$ cat src/sv/dbfa_divw.sv
// Two-stage divider by a constant word size: reciprocal multiply, then remainder.
module dbfa_divw #(
  parameter int X_W = 15,
  parameter int DIV = 32,
  parameter int Q_W = 10
) (
  input  logic                     clk,
  input  logic [X_W-1:0]           x,
  output logic [Q_W-1:0]           q,
  output logic [$clog2(DIV)-1:0]   r
);

  localparam int S  = X_W + $clog2(DIV);
  localparam int RW = X_W + 1;
  localparam int PW = X_W + RW;
  localparam longint RECIP_L = ((longint'(1) << S) + longint'(DIV) - 1) / longint'(DIV);
  localparam logic [RW-1:0] RECIP = RW'(RECIP_L);

  logic [PW-1:0]  prod;
  logic [X_W-1:0] x_d;
  logic [X_W-1:0] quo;
  logic [X_W-1:0] rem;

  // Exact for every x below 2**X_W since 2**S >= 2**X_W * DIV.
  assign quo = X_W'(prod >> S);
  assign rem = x_d - X_W'(quo * DIV);

  always_ff @(posedge clk) begin
    prod <= PW'(x) * PW'(RECIP);
    x_d  <= x;
    q    <= Q_W'(quo);
    r    <= rem[$clog2(DIV)-1:0];
  end

endmodule

$ cat config.mk
export PLATFORM = sky130hd
export DESIGN_NAME = dbfa_divw
export DESIGN_NICKNAME = d
export VERILOG_FILES = /design/src/sv/dbfa_divw.sv
export SDC_FILE = /design/constraint.sdc
export NUM_CORES = 1
export LEC_CHECK = 0
export ABC_AREA = 1
export BUFFER_PORTS_ARGS = -buffer_cell sky130_fd_sc_hd__buf_2
export CORE_MARGIN = 5
export CORE_UTILIZATION = 40
export DETAILED_ROUTE_END_ITERATION = 12
export GPL_ROUTABILITY_DRIVEN = 0
export PLACE_DENSITY = 0.71
export SETUP_SLACK_MARGIN = 0.1
export SLEW_MARGIN = 25
export SYNTH_ARGS = -nofsm -noshare
export SYNTH_HDL_FRONTEND = slang
export SYNTH_SLANG_ARGS = --single-unit
$ cat constraint.sdc
create_clock -name clk -period 0.8 [get_ports clk]
set_clock_uncertainty 0.05 [all_clocks]
set_input_delay 0.08 -clock clk [delete_from_list [all_inputs] [get_ports clk]]
set_output_delay 0.08 -clock clk [all_outputs]
set_load 0.01 [all_outputs]
==> impl_summary.txt <==
----------------------------------------------------
[Route]
  Wire length per cell after detailed routing ... 10.6 um
  Via-per-instance ratio ... 3.92
  Number of DRC markers after the initial detailed-route iteration ... 4
  Post-detailed-route count of antenna-violating nets ... 0
  Total length of routed wires ... 1.05 mm
  DRC viols ... 0
  Routed vias ... 388
  Number of optimization iterations in the first detailed-route pass ... 3

[Global route]
  Maximum number of pins on one net before global-route repair ... 10
  Global routing usage summed across all routing layers ... 11.1%
  First-pass GRT wire length ... 1.86 mm
  Via count of the first global-routing pass ... 434
  Overflow after GRT ... 0
  Antenna violations before repair ... 0

[Final layout]
  Area of the multi-input gates ... 0 sq um
  Synthesis-to-finish area growth ... 75.8%
  Share of layout cells above drive strength 1 ... 56.6%
  Number of nets in the finished design ... 98
  Non-filler cells, final ... 99
  Fin area ... 1060 sq um
  Most frequent cells in the layout ... sky130_fd_sc_hd__buf_2, sky130_fd_sc_hd__dfxtp_1, sky130_fd_sc_hd__dlygate4sd3_1
  Final Util ... 71.8%
  Multi-input gates ... 0
  ANT cells ... 0

[Worst setup path]
  Number of buffers and inverters on the critical path ... 1
  Required time of the worst setup path ... 0.67 ns
  Master of the slowest instance on the critical path ... sky130_fd_sc_hd__dfxtp_2
  Cell-by-cell trace of the critical path ... buf_6
  Critical path fanouts, max ... 1
  Critical Path AT ... 0.74 ns
  Classification of the worst setup path ... reg2out
  Delay of the slowest cell on the worst path ... 0.33 ns
  Top cell family by delay on the critical path ... flip-flops
  Kind of capture point of the worst setup path ... output port
  Type of origin of the critical path ... register

[STA]
  Smallest hold slack ... 0.279 ns
  Unrepaired setup endpoints after global routing ... yes
  Post-layout min period ... 0.870 ns
  Fin crit share ... 109%
  Number of endpoints with negative hold slack in the final report ... 0
  Max Clk Rate ... 1.15 GHz
  Transition time of the tightest slew-check pin ... 0.0892 ns
  Total of endpoints with negative setup slack in the final report ... 15
  Post-route worst setup slack ... -0.0696 ns
  Relative slew margins ... 94.1%
  Slew Viols, Final ... 0

[Synth]
  Yosys warning total ... 0
  Xor/xnor share of the synthesized area ... 0%
  Adder-cell area share of the yosys netlist ... 0%
  Number of instances in the synthesized netlist ... 30
  Sequential cell area fraction in the yosys report ... 100%
  Number of synthesized register bits ... 30
  Post-synthesis instance area ... 601 sq um
  Post-synth net total ... 46
  Synthesized area divided by synthesized cell count ... 20.0 sq um
  Simple logic cell fraction of the synthesized area ... 0%
  Multiplexer share of the synthesized area ... 0%
  Share of the synthesized area in compound gates (AO/OA/AOI/OAI) ... 0%
  Synth unique cells ... 1

[Run]
  Max-cap viol count ... 0

[Clocking]
  CTS Sinks ... 30
  Num CTS Buffers ... 5
  Worst-Skew Late Latency ... 0.30 ns
  Count of H-tree levels built during CTS ... 2
  Clock root buffer ... sky130_fd_sc_hd__clkbuf_4
  Buffer count from post-CTS setup fixing ... 0
  Largest buffer count on any clock path ... 2
  TritonCTS clock tree ... done
  Register clock-pin slew on the reported worst setup and hold paths ... 0.09 ns

[Placed design]
  Count of port buffers added during placement ... 30
  Cells after DPL ... 76
  Area of placed instances ... 771 sq um

[Floorplanning]
  Ports ... 31
  Horizontal die dimension ... 48.8 um
  Die footprint ... 2380 sq um
  Starting density of the core ... 40.8%
  Height of the die ... 48.8 um
  Standard-cell row count ... 14
  Placeable core area ... 1470 sq um

[Status]
  Violated checks ... setup timing
  Outcome ... finished, violations left

[Power]
  Total power density per cell area ... 2510 nW/um^2
  Power after layout ... 2.65 mW
  Leakage power ... 0.490 nW
  IR Drop Worst-Case VDD ... 1.23 mV

[Hold path]
  Class of the tightest hold or removal check ... reg2reg

----------------------------------------------------
## layout make-up
class                 instances  area, sq um
Clock buffer                  7         55.1
Clock inverter                1         5.00
Fill cell                   114          415
Sequential cell              30          613
Tap cell                     16         20.0
Timing Repair Buffer         45          363
## through the flow
| stage | worst slack, ns | setup TNS [ns] |
|---|---|---|
| after floorplan | 0.339 | 0 |
| after global placement | 0.267 | 0 |
| after detailed placement | 0.243 | 0 |
| after CTS | -0.0878 | -1.12 |
| after global routing | -0.114 | -1.61 |
| final | -0.0696 | -0.907 |
## worst paths after layout
kind                  from  endpoint  slack [ns]  cells past startpoint
setup reg to reg  prod[25]      q[5]        0.34                      0
hold reg to reg   prod[16]      r[1]        0.28                      0
hold / removal    prod[16]      r[1]        0.28                      0
setup / recovery      q[0]      q[0]       -0.07                      1
## kinds of logic (layout without fill, tap and decap cells)
logic type,after synthesis,count (layout)
flops,30,30
buf+inv,0,53
## where the power goes
group	total [mW]	switching (mW)	internal (mW)
Clock	0.871	0.446	0.425
Sequential	1.60	0.0224	1.58
Combinational	0.179	0.0511	0.128
## state kept, by name, summed over array words and instances (netlist names)
name and count:
r 5, prod 15, q 10
## Yosys cell counts
cell	number	share of area, %
sky130_fd_sc_hd__dfxtp_1	30	100
## what timing repair did
item / 4_1_cts / 5_1_grt
endpoints found under the hold margin: 15 / 0
setup endpoints to repair: 15 / 15
gates resized for setup: 2 / 18
hold buffers: 15 / 0
## layer usage
metal	vias to the layer above	wire length, um	GRT usage (%)	part of all wire, %
li1	193	-	-	-
met1	177	380	9.60	36
met2	16	590	18.3	56
met3	2	72	7.67	6.8
met4	0	9	6.73	0.85
met5	-	0	0	0
Power figures use the tool's default switching activity.
